### config.mk
export PLATFORM = sky130hd
export DESIGN_NAME = strided_block_sampler
export DESIGN_NICKNAME = d
export VERILOG_FILES = /design/src/sbs_pkg.sv /design/src/strided_block_sampler.sv /design/src/sbs_front.sv /design/src/sbs_fifo.sv /design/src/sbs_back.sv
export SDC_FILE = /design/constraint.sdc
export NUM_CORES = 2
export LEC_CHECK = 0
export BUFFER_PORTS_ARGS = -buffer_cell sky130_fd_sc_hd__clkbuf_2
export CELL_PAD_IN_SITES_DETAIL_PLACEMENT = 0
export CELL_PAD_IN_SITES_GLOBAL_PLACEMENT = 1
export CORE_UTILIZATION = 47
export CTS_BUF_LIST = sky130_fd_sc_hd__clkbuf_8
export CTS_CLUSTER_DIAMETER = 100
export DETAILED_ROUTE_END_ITERATION = 16
export PLACE_DENSITY = 0.89
export REMOVE_ABC_BUFFERS = 1
export SLEW_MARGIN = 10
export SYNTH_ARGS = -nofsm -noshare
export SYNTH_HDL_FRONTEND = slang
export SYNTH_SLANG_ARGS = --single-unit
### constraint.sdc
create_clock -name clk_i -period 6.3 [get_ports clk_i]
set_input_delay 0.945 -clock clk_i [delete_from_list [all_inputs] [get_ports clk_i]]
set_output_delay 0.945 -clock clk_i [all_outputs]
set_load 0.01 [all_outputs]
### src/sbs_pkg.sv
// Shared types and constants of the strided block sampler.
package sbs_pkg;

  // Field widths fixed by the stream format.
  localparam int unsigned WORD_W     = 32;
  localparam int unsigned INDEX_W    = 48;
  localparam int unsigned EDGE_W     = 8;
  localparam int unsigned DIMS_W     = 2;
  localparam int unsigned OUT_DATA_W = WORD_W + INDEX_W;

  // Configuration port layout.
  localparam int unsigned CFG_INDEX_W = 3;
  localparam logic [CFG_INDEX_W-1:0] REG_DIM_COUNT     = 3'd0;
  localparam logic [CFG_INDEX_W-1:0] REG_BLOCK_EDGE    = 3'd1;
  localparam logic [CFG_INDEX_W-1:0] REG_BLOCK_STRIDE  = 3'd2;
  localparam logic [CFG_INDEX_W-1:0] REG_EXTENT_OUTER  = 3'd3;
  localparam logic [CFG_INDEX_W-1:0] REG_EXTENT_MIDDLE = 3'd4;
  localparam logic [CFG_INDEX_W-1:0] REG_EXTENT_INNER  = 3'd5;

  // Reset values of the configuration registers.
  localparam logic [DIMS_W-1:0] DIM_COUNT_RST    = 2'd1;
  localparam logic [EDGE_W-1:0] BLOCK_EDGE_RST   = 8'd8;
  localparam logic [EDGE_W-1:0] BLOCK_STRIDE_RST = 8'd1;

  // Depth of the queue between the classifier and the output side.
  localparam int unsigned QUEUE_DEPTH = 4;

  // Block geometry shared by all dimension slots.
  typedef struct packed {
    logic [DIMS_W-1:0] dim_count;
    logic [EDGE_W-1:0] block_edge;
    logic [EDGE_W-1:0] block_stride;
  } sbs_cfg_t;

  // One classified element on its way to the output side.
  typedef struct packed {
    logic [WORD_W-1:0] word;
    logic              keep;
    logic              vol_end;
  } sbs_item_t;

endpackage

### src/strided_block_sampler.sv
// Top level of the strided block sampler: configuration registers and the datapath.
//
// The block takes a 1-, 2- or 3-D array as a raster-order stream of 32-bit words on
// s_axis, slowest dimension first, and tiles each active dimension into cubic blocks.
// Words of blocks that sit on the stride in every dimension and lie wholly inside the
// array leave on m_axis with their index in the sampled array; all others are dropped.
// After the last element of the volume every counter and the index restart at zero.
// Geometry is written through the cfg port (index 0 dimension count, 1 block edge,
// 2 stride, 3 to 5 the extents from outer to inner); write it only while idle.
// One element is taken every cycle while the stage can pass its element to the queue.
// The edge that accepts a request forms the block end products in the stage register;
// the element is then compared and queued, and a kept word is afterwards loaded into the
// output register that drives m_axis. A four-entry queue and the output register
// decouple the two sides; when the receiver stalls, the input keeps flowing until the
// queue is full, and s_axis_tready then follows the queue's free space.
// Reset loads the register defaults (one dimension, edge 8, stride 1, extents 1) and
// clears all counters; no clearing pass is needed.
module strided_block_sampler import sbs_pkg::*; #(
  parameter int unsigned EXTENT_BITS = 16,
  parameter int unsigned MAX_DIMS    = 3
) (
  input  logic                   clk_i,
  input  logic                   rst_ni,
  // Configuration write channel.
  input  logic                   cfg_valid_i,
  output logic                   cfg_ready_o,
  input  logic [CFG_INDEX_W-1:0] cfg_index_i,
  input  logic [((EXTENT_BITS > 16) ? EXTENT_BITS : 16)-1:0] cfg_data_i,
  // Input stream.
  input  logic                   s_axis_tvalid,
  output logic                   s_axis_tready,
  input  logic [WORD_W-1:0]      s_axis_tdata,   // [31:0] sample_word
  // Output stream.
  output logic                   m_axis_tvalid,
  input  logic                   m_axis_tready,
  output logic [OUT_DATA_W-1:0]  m_axis_tdata    // [31:0] kept_word, [79:32] kept_index
);

  logic [DIMS_W-1:0]      dim_count_q;
  logic [EDGE_W-1:0]      block_edge_q;
  logic [EDGE_W-1:0]      block_stride_q;
  logic [EXTENT_BITS-1:0] extent_outer_q;
  logic [EXTENT_BITS-1:0] extent_middle_q;
  logic [EXTENT_BITS-1:0] extent_inner_q;
  logic [EXTENT_BITS-1:0] extent [MAX_DIMS];
  sbs_cfg_t               cfg;
  logic                   cfg_write;

  logic      q_push_valid;
  logic      q_push_ready;
  sbs_item_t q_push_item;
  logic      q_pop_valid;
  logic      q_pop_ready;
  sbs_item_t q_pop_item;

  assign cfg_ready_o = 1'b1;
  assign cfg_write   = cfg_valid_i && cfg_ready_o;

  // Register file; unknown indexes are ignored.
  always_ff @(posedge clk_i or negedge rst_ni) begin
    if (!rst_ni) begin
      dim_count_q     <= DIM_COUNT_RST;
      block_edge_q    <= BLOCK_EDGE_RST;
      block_stride_q  <= BLOCK_STRIDE_RST;
      extent_outer_q  <= EXTENT_BITS'(1);
      extent_middle_q <= EXTENT_BITS'(1);
      extent_inner_q  <= EXTENT_BITS'(1);
    end else if (cfg_write) begin
      unique case (cfg_index_i)
        REG_DIM_COUNT:     dim_count_q     <= cfg_data_i[DIMS_W-1:0];
        REG_BLOCK_EDGE:    block_edge_q    <= cfg_data_i[EDGE_W-1:0];
        REG_BLOCK_STRIDE:  block_stride_q  <= cfg_data_i[EDGE_W-1:0];
        REG_EXTENT_OUTER:  extent_outer_q  <= cfg_data_i[EXTENT_BITS-1:0];
        REG_EXTENT_MIDDLE: extent_middle_q <= cfg_data_i[EXTENT_BITS-1:0];
        REG_EXTENT_INNER:  extent_inner_q  <= cfg_data_i[EXTENT_BITS-1:0];
        default: ;
      endcase
    end
  end

  assign cfg.dim_count    = dim_count_q;
  assign cfg.block_edge   = block_edge_q;
  assign cfg.block_stride = block_stride_q;

  // Slot zero is the slowest dimension.
  always_comb begin
    for (int d = 0; d < MAX_DIMS; d++) begin
      case (d)
        0:       extent[d] = extent_outer_q;
        1:       extent[d] = extent_middle_q;
        default: extent[d] = extent_inner_q;
      endcase
    end
  end

  sbs_front #(
    .EXTENT_BITS (EXTENT_BITS),
    .MAX_DIMS    (MAX_DIMS)
  ) u_front (
    .clk_i        (clk_i),
    .rst_ni       (rst_ni),
    .cfg_i        (cfg),
    .extent_i     (extent),
    .in_valid_i   (s_axis_tvalid),
    .in_ready_o   (s_axis_tready),
    .in_word_i    (s_axis_tdata),
    .push_valid_o (q_push_valid),
    .push_ready_i (q_push_ready),
    .push_item_o  (q_push_item)
  );

  sbs_fifo #(
    .DEPTH (QUEUE_DEPTH)
  ) u_fifo (
    .clk_i        (clk_i),
    .rst_ni       (rst_ni),
    .push_valid_i (q_push_valid),
    .push_ready_o (q_push_ready),
    .push_item_i  (q_push_item),
    .pop_valid_o  (q_pop_valid),
    .pop_ready_i  (q_pop_ready),
    .pop_item_o   (q_pop_item)
  );

  sbs_back u_back (
    .clk_i       (clk_i),
    .rst_ni      (rst_ni),
    .pop_valid_i (q_pop_valid),
    .pop_ready_o (q_pop_ready),
    .pop_item_i  (q_pop_item),
    .out_valid_o (m_axis_tvalid),
    .out_ready_i (m_axis_tready),
    .out_data_o  (m_axis_tdata)
  );

  // The input only stalls when the queue has no room.
  assert property (@(posedge clk_i) disable iff (!rst_ni)
    !s_axis_tready |-> !q_push_ready)
    else $error("input stalled while the queue had room");

  // An element written to the queue is visible to the output side next cycle.
  assert property (@(posedge clk_i) disable iff (!rst_ni)
    (q_push_valid && q_push_ready) |=> q_pop_valid)
    else $error("queue lost a written element");

  // A result only appears when the queue delivered one.
  assert property (@(posedge clk_i) disable iff (!rst_ni)
    ((!m_axis_tvalid || m_axis_tready) && !(q_pop_valid && q_pop_ready))
      |=> !m_axis_tvalid)
    else $error("output valid without a queue read");

endmodule

### src/sbs_front.sv
// Input side: position counters per dimension slot and the keep decision.
module sbs_front import sbs_pkg::*; #(
  parameter int unsigned EXTENT_BITS = 16,
  parameter int unsigned MAX_DIMS    = 3
) (
  input  logic                   clk_i,
  input  logic                   rst_ni,
  input  sbs_cfg_t               cfg_i,
  input  logic [EXTENT_BITS-1:0] extent_i [MAX_DIMS],
  input  logic                   in_valid_i,
  output logic                   in_ready_o,
  input  logic [WORD_W-1:0]      in_word_i,
  output logic                   push_valid_o,
  input  logic                   push_ready_i,
  output sbs_item_t              push_item_o
);

  localparam int unsigned PROD_W = EXTENT_BITS + 1 + EDGE_W;
  localparam logic [DIMS_W-1:0] MaxDimsL = DIMS_W'(MAX_DIMS);

  // Counter state per dimension slot.
  logic [EXTENT_BITS-1:0] pos_q   [MAX_DIMS];
  logic [EXTENT_BITS-1:0] pos_d   [MAX_DIMS];
  logic [EDGE_W-1:0]      off_q   [MAX_DIMS];
  logic [EDGE_W-1:0]      off_d   [MAX_DIMS];
  logic [EXTENT_BITS-1:0] blk_q   [MAX_DIMS];
  logic [EXTENT_BITS-1:0] blk_d   [MAX_DIMS];
  logic [EDGE_W-1:0]      phase_q [MAX_DIMS];
  logic [EDGE_W-1:0]      phase_d [MAX_DIMS];

  logic [EXTENT_BITS-1:0] ext_eff [MAX_DIMS];
  logic [EXTENT_BITS:0]   pos_inc [MAX_DIMS];
  logic [EXTENT_BITS:0]   blk_inc [MAX_DIMS];
  logic [MAX_DIMS-1:0]    hit_end;
  logic [MAX_DIMS-1:0]    carry;
  logic [MAX_DIMS-1:0]    active;
  logic                   carry_chain;
  logic [DIMS_W-1:0]      n_dims;
  logic [EDGE_W-1:0]      stride_eff;
  logic                   accept;

  // First pipeline stage: block end products and per-slot flags.
  logic                   s1_valid_q;
  logic [WORD_W-1:0]      s1_word_q;
  logic [PROD_W-1:0]      s1_prod_q [MAX_DIMS];
  logic [MAX_DIMS-1:0]    s1_phase_ok_q;
  logic [MAX_DIMS-1:0]    s1_active_q;
  logic                   s1_vol_end_q;
  logic                   s1_ready;
  logic [MAX_DIMS-1:0]    slot_ok;

  // Effective dimension count and stride.
  always_comb begin
    if (cfg_i.dim_count == '0) begin
      n_dims = DIMS_W'(1);
    end else if (cfg_i.dim_count > MaxDimsL) begin
      n_dims = MaxDimsL;
    end else begin
      n_dims = cfg_i.dim_count;
    end
    stride_eff = (cfg_i.block_stride == '0) ? EDGE_W'(1) : cfg_i.block_stride;
  end

  // Carry chain from the fastest active slot toward slot zero.
  always_comb begin
    carry_chain = 1'b0;
    for (int d = MAX_DIMS - 1; d >= 0; d--) begin
      ext_eff[d] = (extent_i[d] == '0) ? EXTENT_BITS'(1) : extent_i[d];
      pos_inc[d] = {1'b0, pos_q[d]} + (EXTENT_BITS + 1)'(1);
      blk_inc[d] = {1'b0, blk_q[d]} + (EXTENT_BITS + 1)'(1);
      hit_end[d] = pos_inc[d] >= {1'b0, ext_eff[d]};
      active[d]  = DIMS_W'(d) < n_dims;
      carry[d]   = active[d] && ((DIMS_W'(d) == n_dims - DIMS_W'(1)) || carry_chain);
      carry_chain = carry[d] && hit_end[d];
    end
  end

  // Next counter values for every slot that takes a carry.
  always_comb begin
    for (int d = 0; d < MAX_DIMS; d++) begin
      pos_d[d]   = pos_q[d];
      off_d[d]   = off_q[d];
      blk_d[d]   = blk_q[d];
      phase_d[d] = phase_q[d];
      if (carry[d]) begin
        if (hit_end[d]) begin
          pos_d[d]   = '0;
          off_d[d]   = '0;
          blk_d[d]   = '0;
          phase_d[d] = '0;
        end else begin
          pos_d[d] = pos_inc[d][EXTENT_BITS-1:0];
          if (({1'b0, off_q[d]} + 9'd1) >= {1'b0, cfg_i.block_edge}) begin
            off_d[d] = '0;
            blk_d[d] = blk_inc[d][EXTENT_BITS-1:0];
            if (({1'b0, phase_q[d]} + 9'd1) >= {1'b0, stride_eff}) begin
              phase_d[d] = '0;
            end else begin
              phase_d[d] = phase_q[d] + EDGE_W'(1);
            end
          end else begin
            off_d[d] = off_q[d] + EDGE_W'(1);
          end
        end
      end
    end
  end

  assign s1_ready   = !s1_valid_q || push_ready_i;
  assign in_ready_o = s1_ready;
  assign accept     = in_valid_i && s1_ready;

  // Counters advance once per accepted element.
  always_ff @(posedge clk_i or negedge rst_ni) begin
    if (!rst_ni) begin
      for (int d = 0; d < MAX_DIMS; d++) begin
        pos_q[d]   <= '0;
        off_q[d]   <= '0;
        blk_q[d]   <= '0;
        phase_q[d] <= '0;
      end
    end else if (accept) begin
      for (int d = 0; d < MAX_DIMS; d++) begin
        pos_q[d]   <= pos_d[d];
        off_q[d]   <= off_d[d];
        blk_q[d]   <= blk_d[d];
        phase_q[d] <= phase_d[d];
      end
    end
  end

  // Stage valid flag.
  always_ff @(posedge clk_i or negedge rst_ni) begin
    if (!rst_ni) begin
      s1_valid_q <= 1'b0;
    end else if (s1_ready) begin
      s1_valid_q <= in_valid_i;
    end
  end

  // Stage payload: the end of each current block, computed before the compare.
  always_ff @(posedge clk_i) begin
    if (accept) begin
      s1_word_q    <= in_word_i;
      s1_vol_end_q <= carry[0] && hit_end[0];
      s1_active_q  <= active;
      for (int d = 0; d < MAX_DIMS; d++) begin
        s1_prod_q[d]     <= PROD_W'(blk_inc[d]) * PROD_W'(cfg_i.block_edge);
        s1_phase_ok_q[d] <= (phase_q[d] == '0);
      end
    end
  end

  // A slot passes when it is inactive, or its block is on the stride and whole.
  always_comb begin
    for (int d = 0; d < MAX_DIMS; d++) begin
      slot_ok[d] = !s1_active_q[d] ||
                   (s1_phase_ok_q[d] && (s1_prod_q[d] <= PROD_W'(ext_eff[d])));
    end
  end

  assign push_valid_o         = s1_valid_q;
  assign push_item_o.word     = s1_word_q;
  assign push_item_o.keep     = (cfg_i.block_edge != '0) && (&slot_ok);
  assign push_item_o.vol_end  = s1_vol_end_q;

endmodule

### src/sbs_fifo.sv
// Short register queue between the classifier and the output side.
module sbs_fifo import sbs_pkg::*; #(
  parameter int unsigned DEPTH = 4
) (
  input  logic      clk_i,
  input  logic      rst_ni,
  input  logic      push_valid_i,
  output logic      push_ready_o,
  input  sbs_item_t push_item_i,
  output logic      pop_valid_o,
  input  logic      pop_ready_i,
  output sbs_item_t pop_item_o
);

  localparam int unsigned PTR_W = (DEPTH > 1) ? $clog2(DEPTH) : 1;
  localparam int unsigned CNT_W = $clog2(DEPTH + 1);
  localparam logic [PTR_W-1:0] LastPtr = PTR_W'(DEPTH - 1);
  localparam logic [CNT_W-1:0] FullCnt = CNT_W'(DEPTH);

  sbs_item_t         mem_q [DEPTH];
  logic [PTR_W-1:0]  wr_ptr_q;
  logic [PTR_W-1:0]  rd_ptr_q;
  logic [CNT_W-1:0]  count_q;
  logic              push;
  logic              pop;

  assign push_ready_o = count_q != FullCnt;
  assign pop_valid_o  = count_q != '0;
  assign push         = push_valid_i && push_ready_o;
  assign pop          = pop_valid_o && pop_ready_i;
  assign pop_item_o   = mem_q[rd_ptr_q];

  // Pointers and fill level.
  always_ff @(posedge clk_i or negedge rst_ni) begin
    if (!rst_ni) begin
      wr_ptr_q <= '0;
      rd_ptr_q <= '0;
      count_q  <= '0;
    end else begin
      if (push) begin
        wr_ptr_q <= (wr_ptr_q == LastPtr) ? '0 : wr_ptr_q + PTR_W'(1);
      end
      if (pop) begin
        rd_ptr_q <= (rd_ptr_q == LastPtr) ? '0 : rd_ptr_q + PTR_W'(1);
      end
      if (push && !pop) begin
        count_q <= count_q + CNT_W'(1);
      end else if (pop && !push) begin
        count_q <= count_q - CNT_W'(1);
      end
    end
  end

  // Entry storage.
  always_ff @(posedge clk_i) begin
    if (push) begin
      mem_q[wr_ptr_q] <= push_item_i;
    end
  end

endmodule

### src/sbs_back.sv
// Output side: running sample index and the output register.
module sbs_back import sbs_pkg::*; (
  input  logic                  clk_i,
  input  logic                  rst_ni,
  input  logic                  pop_valid_i,
  output logic                  pop_ready_o,
  input  sbs_item_t             pop_item_i,
  output logic                  out_valid_o,
  input  logic                  out_ready_i,
  output logic [OUT_DATA_W-1:0] out_data_o
);

  logic [INDEX_W-1:0] count_q;
  logic [INDEX_W-1:0] count_d;
  logic               valid_q;
  logic               valid_d;
  logic [WORD_W-1:0]  word_q;
  logic [INDEX_W-1:0] index_q;
  logic               pop;
  logic               load;

  assign pop_ready_o = !valid_q || out_ready_i;
  assign pop         = pop_valid_i && pop_ready_o;
  assign load        = pop && pop_item_i.keep;

  // Kept elements take the running count; the end of a volume restarts it.
  always_comb begin
    count_d = count_q;
    if (pop) begin
      if (pop_item_i.vol_end) begin
        count_d = '0;
      end else if (pop_item_i.keep) begin
        count_d = count_q + INDEX_W'(1);
      end
    end
    if (load) begin
      valid_d = 1'b1;
    end else if (out_ready_i) begin
      valid_d = 1'b0;
    end else begin
      valid_d = valid_q;
    end
  end

  always_ff @(posedge clk_i or negedge rst_ni) begin
    if (!rst_ni) begin
      count_q <= '0;
      valid_q <= 1'b0;
    end else begin
      count_q <= count_d;
      valid_q <= valid_d;
    end
  end

  // Output payload.
  always_ff @(posedge clk_i) begin
    if (load) begin
      word_q  <= pop_item_i.word;
      index_q <= count_q;
    end
  end

  assign out_valid_o = valid_q;
  assign out_data_o  = {index_q, word_q};

endmodule

==> run_results.csv <==
group,metric,value,unit
run_status,run_status,"completed",
route,vias,28000,
clock_tree,clockRootBuffer,"clkbuf_8",
die,io_pins,139,
critical_path,crit_family,"adder cells",
yosys,synth_area,0.0399,mm^2
place,pre_cts_ws,0.0545,ns
clock_tree,clock-sinks,597,
critical_path,path_max_fanout,7,
route,drtAntennaViolNets,0,
critical_path,crit_slowest_cell,"fa_1",
global_routing,antenna_found_initial,7,
power,power.switching,4.71,mW
yosys,synth_top_area_frac,0.248,
yosys,synth_area_leaders,"edfxtp_1 25%, dfrtp_1 16%, fa_1 14%",
job,cap_violations,0,
critical_path,endpoint_kind,"flip-flop",
critical_path,worst_path_most_repeated_cell,"fa_1",
finish,layout.nets,4566,
route,via_per_inst,5.43,
sta,setup_violations,0,
yosys,yosys.area.top_type,"edfxtp_1",
yosys,syn_inst,3702,
sta,relSlewSlack,0.250,
finish,final_cell_count_no_fill,5163,
yosys,async_flop_share,0.447,
critical_path,path_buf_inv,3,
clock_tree,cts_buffers,100,
clock_tree,clk_latency,0.76,ns
die,core,0.0838,mm^2
sta,slew_violations,0,
route,drtIter0Drc,1835,
critical_path,critPathRequiredTime,6.79,ns
place,portBuffers,137,
yosys,synth_cell_types,79,
power,p_int,8.63,mW
die,rows,106,
sta,fmax,166,MHz
route,dr.pass1.iters,6,
sta,worst-slew-pin-transition,1.10,ns
clock_tree,cts_tree,"yes",
route,routed_wirelength,95000,um
global_routing,grt_pass1_vias,27900,
worst_hold_path,hold_path_class,"in2async",
power,p_clk_frac,0.269,
yosys,ys_warn_count,0,
critical_path,start_kind,"flip-flop",
global_routing,grtUsageTotal,0.225,
die,die_y,294,um
die,initial_core_util,0.477,
power,p_sw_frac,0.353,
sta,fin_skew,0.0368,ns
yosys,synth-seq-area-share,0.416,
finish,final_util,0.533,
critical_path,crit_chain,"ha_1 > nand3_1 > nor2_4 > and3_2 > and3_2 > nand3_2 > xor2_2 > buf_4 > nor2_1 > fa_1 > fa_1 > fa_1 > inv_1 > fa_1 > inv_1 > ha_2 > and3_1 > o31a_1 > o211ai_1 > a21o_1 > nand3_1 > a21o_1 > a21oi_1 > xnor2_1",
critical_path,critPathArrivalTime,6.52,ns
sta,layout_setup_ws,0.270,ns
yosys,synth_edf_count,330,
global_routing,grt_first_pass_wirelength,152000,um
power,p_comb_frac,0.306,
place,place_congestion,0.902,
global_routing,grt_max_degree,148,
sta,finalCritPeriodShare,0.957,
yosys,synth-main-ff-cell,"edfxtp_1",
critical_path,slowest_delay,0.56,ns
yosys,synth_most_common_cell,"inv_1",
sta,period_needed,6.03,ns
sta,hold_violations,0,
power,vdd_drop_max,0.231,mV
die,die_w,294,um
place,place_hpwl,69100,um
clock_tree,clockBufferDepth,3,
route,drc,0,
power,power.share.sequential,0.426,
die,dieArea,0.0862,mm^2
route,wire_per_inst,18.4,um
yosys,yosys_register_bits,597,
finish,drive_above_1_share,0.132,
yosys,ys_top_cells_by_count,"396 x inv_1, 391 x nor2_1, 330 x edfxtp_1",
power,powerDensity,298,mW/mm^2
power,leakagePower,20.4,nW
critical_path,criticalPathCategory,"reg2reg",
finish,syn2layout_area_growth,11.9,%
clock_tree,path_clk_slew,0.07,ns
global_routing,grt_overflow,0,
place,dp.cells,4961,
yosys,synth_area_per_cell,10.8,um^2
clock_tree,cts_htree_levels,3,
power by group through the flow:
stage          clock network, mW  registers (mW)  logic (mW)
3_3_place_gp                   0            5.71        3.96
2_1_floorplan                  0            5.86        2.45
5_1_grt                     3.83            5.76        4.57
6_report                    3.58            5.68        4.07
4_1_cts                     3.68            5.68        4.11
3_5_place_dp                   0            5.75        4.09
final cells by class:
class	instances	area [um^2]
Timing Repair Buffer	247	1550
Multi-Input combinational cell	2593	21500
Tap cell	1134	1420
Clock inverter	77	542
Fill cell	7351	39100
Inverter	399	1500
Clock buffer	113	1560
Sequential cell	597	16600
Antenna cell	3	7.51
worst reg2reg max path: cells and delay by family, from the launching register on:
| kind | cells | cell delay (ns) |
|---|---|---|
| AOI/OAI and AO/OA | 5 | 0.89 |
| xor gates and xnor gates | 2 | 0.27 |
| DFF | 1 | 0.41 |
| adders and majority gates | 6 | 2.56 |
| and+or+nand+nor | 8 | 1.38 |
| buffers and inverters | 3 | 0.26 |
state kept, by name (all words and copies together), names as in the netlist, 16 cells and up:
signal	cells
u_front.blk_q	48
u_front.phase_q	24
u_front.s1_prod_q	75
extent_outer_q	16
u_fifo.mem_q	136
u_back.word_q	32
u_front.s1_word_q	32
extent_middle_q	16
u_back.index_q	48
extent_inner_q	16
u_front.off_q	24
u_front.pos_q	48
u_back.count_q	48
repair_timing:
item	in CTS	in global routing
buffers inserted	0	9
gates resized for setup	0	27
endpoints found under the hold margin	0	0
hold buffers	0	0
setup endpoints to repair	0	12
kinds of logic after synthesis:
kind of cell,after synthesis,share of synthesized area
compound gates,561,0.0876
xor+xnor,218,0.0478
fa+ha+maj,572,0.230
buf+inv,513,0.0487
flops,597,0.416
mux,73,0.0302
other cells,1,0.0000939
simple gates,1167,0.140
stage by stage:
stage / cell area [um^2] / TNS (ns) / power, mW / hold slack, ns
6_report: 44700 / 0 / 13.3 / 0.176
5_1_grt: 44700 / -0.118 / 14.2 / 0.174
4_1_cts: 44500 / 0 / 13.5 / 0.136
3_5_place_dp: 42400 / 0 / 9.84 / 0.451
3_3_place_gp: 42400 / 0 / 9.67 / 0.444
2_1_floorplan: 39500 / -0.168 / 8.31 / 0.434
placed cells by master, fill, tap and decap left out, types with 65 or more instances in the layout:
cell type	n
inv_1	427
nor2_1	389
edfxtp_1	330
ha_1	299
fa_1	271
dfrtp_1	259
nand2_1	258
o21ai_0	232
clkbuf_2	136
clkbuf_8	113
xnor2_1	111
nand3_1	109
buf_4	108
a21oi_1	104
xor2_1	99
and2_1	74
nand2b_1	65
layer usage:
layer | global-route usage | vias to the layer above | part of all wire
met2 | 0.361 | 819 | 0.46
met1 | 0.311 | 13800 | 0.44
li1 | - | 13200 | -
met5 | 0 | - | 0.00035
met4 | 0.0719 | 6 | 0.030
met3 | 0.0366 | 200 | 0.066
worst paths after layout:
check / start / to / slack [ns] / depth (start not counted)
worst max-delay path: u_front.blk_q[32] / u_front.s1_prod_q[0][24] / 0.27 / 24
worst min-delay path: rst_ni / block_stride_q[2] / 0.18 / 1
worst max register to register: u_front.blk_q[32] / u_front.s1_prod_q[0][24] / 0.27 / 24
worst min register to register: u_back.count_q[47] / u_back.index_q[47] / 0.47 / 0
max in group asynchronous: rst_ni / u_fifo.rd_ptr_q[0] / 4.77 / 2
min in group clk_i: s_axis_tdata[9] / u_front.s1_word_q[9] / 0.37 / 1
(Power assumes the default switching activity.)
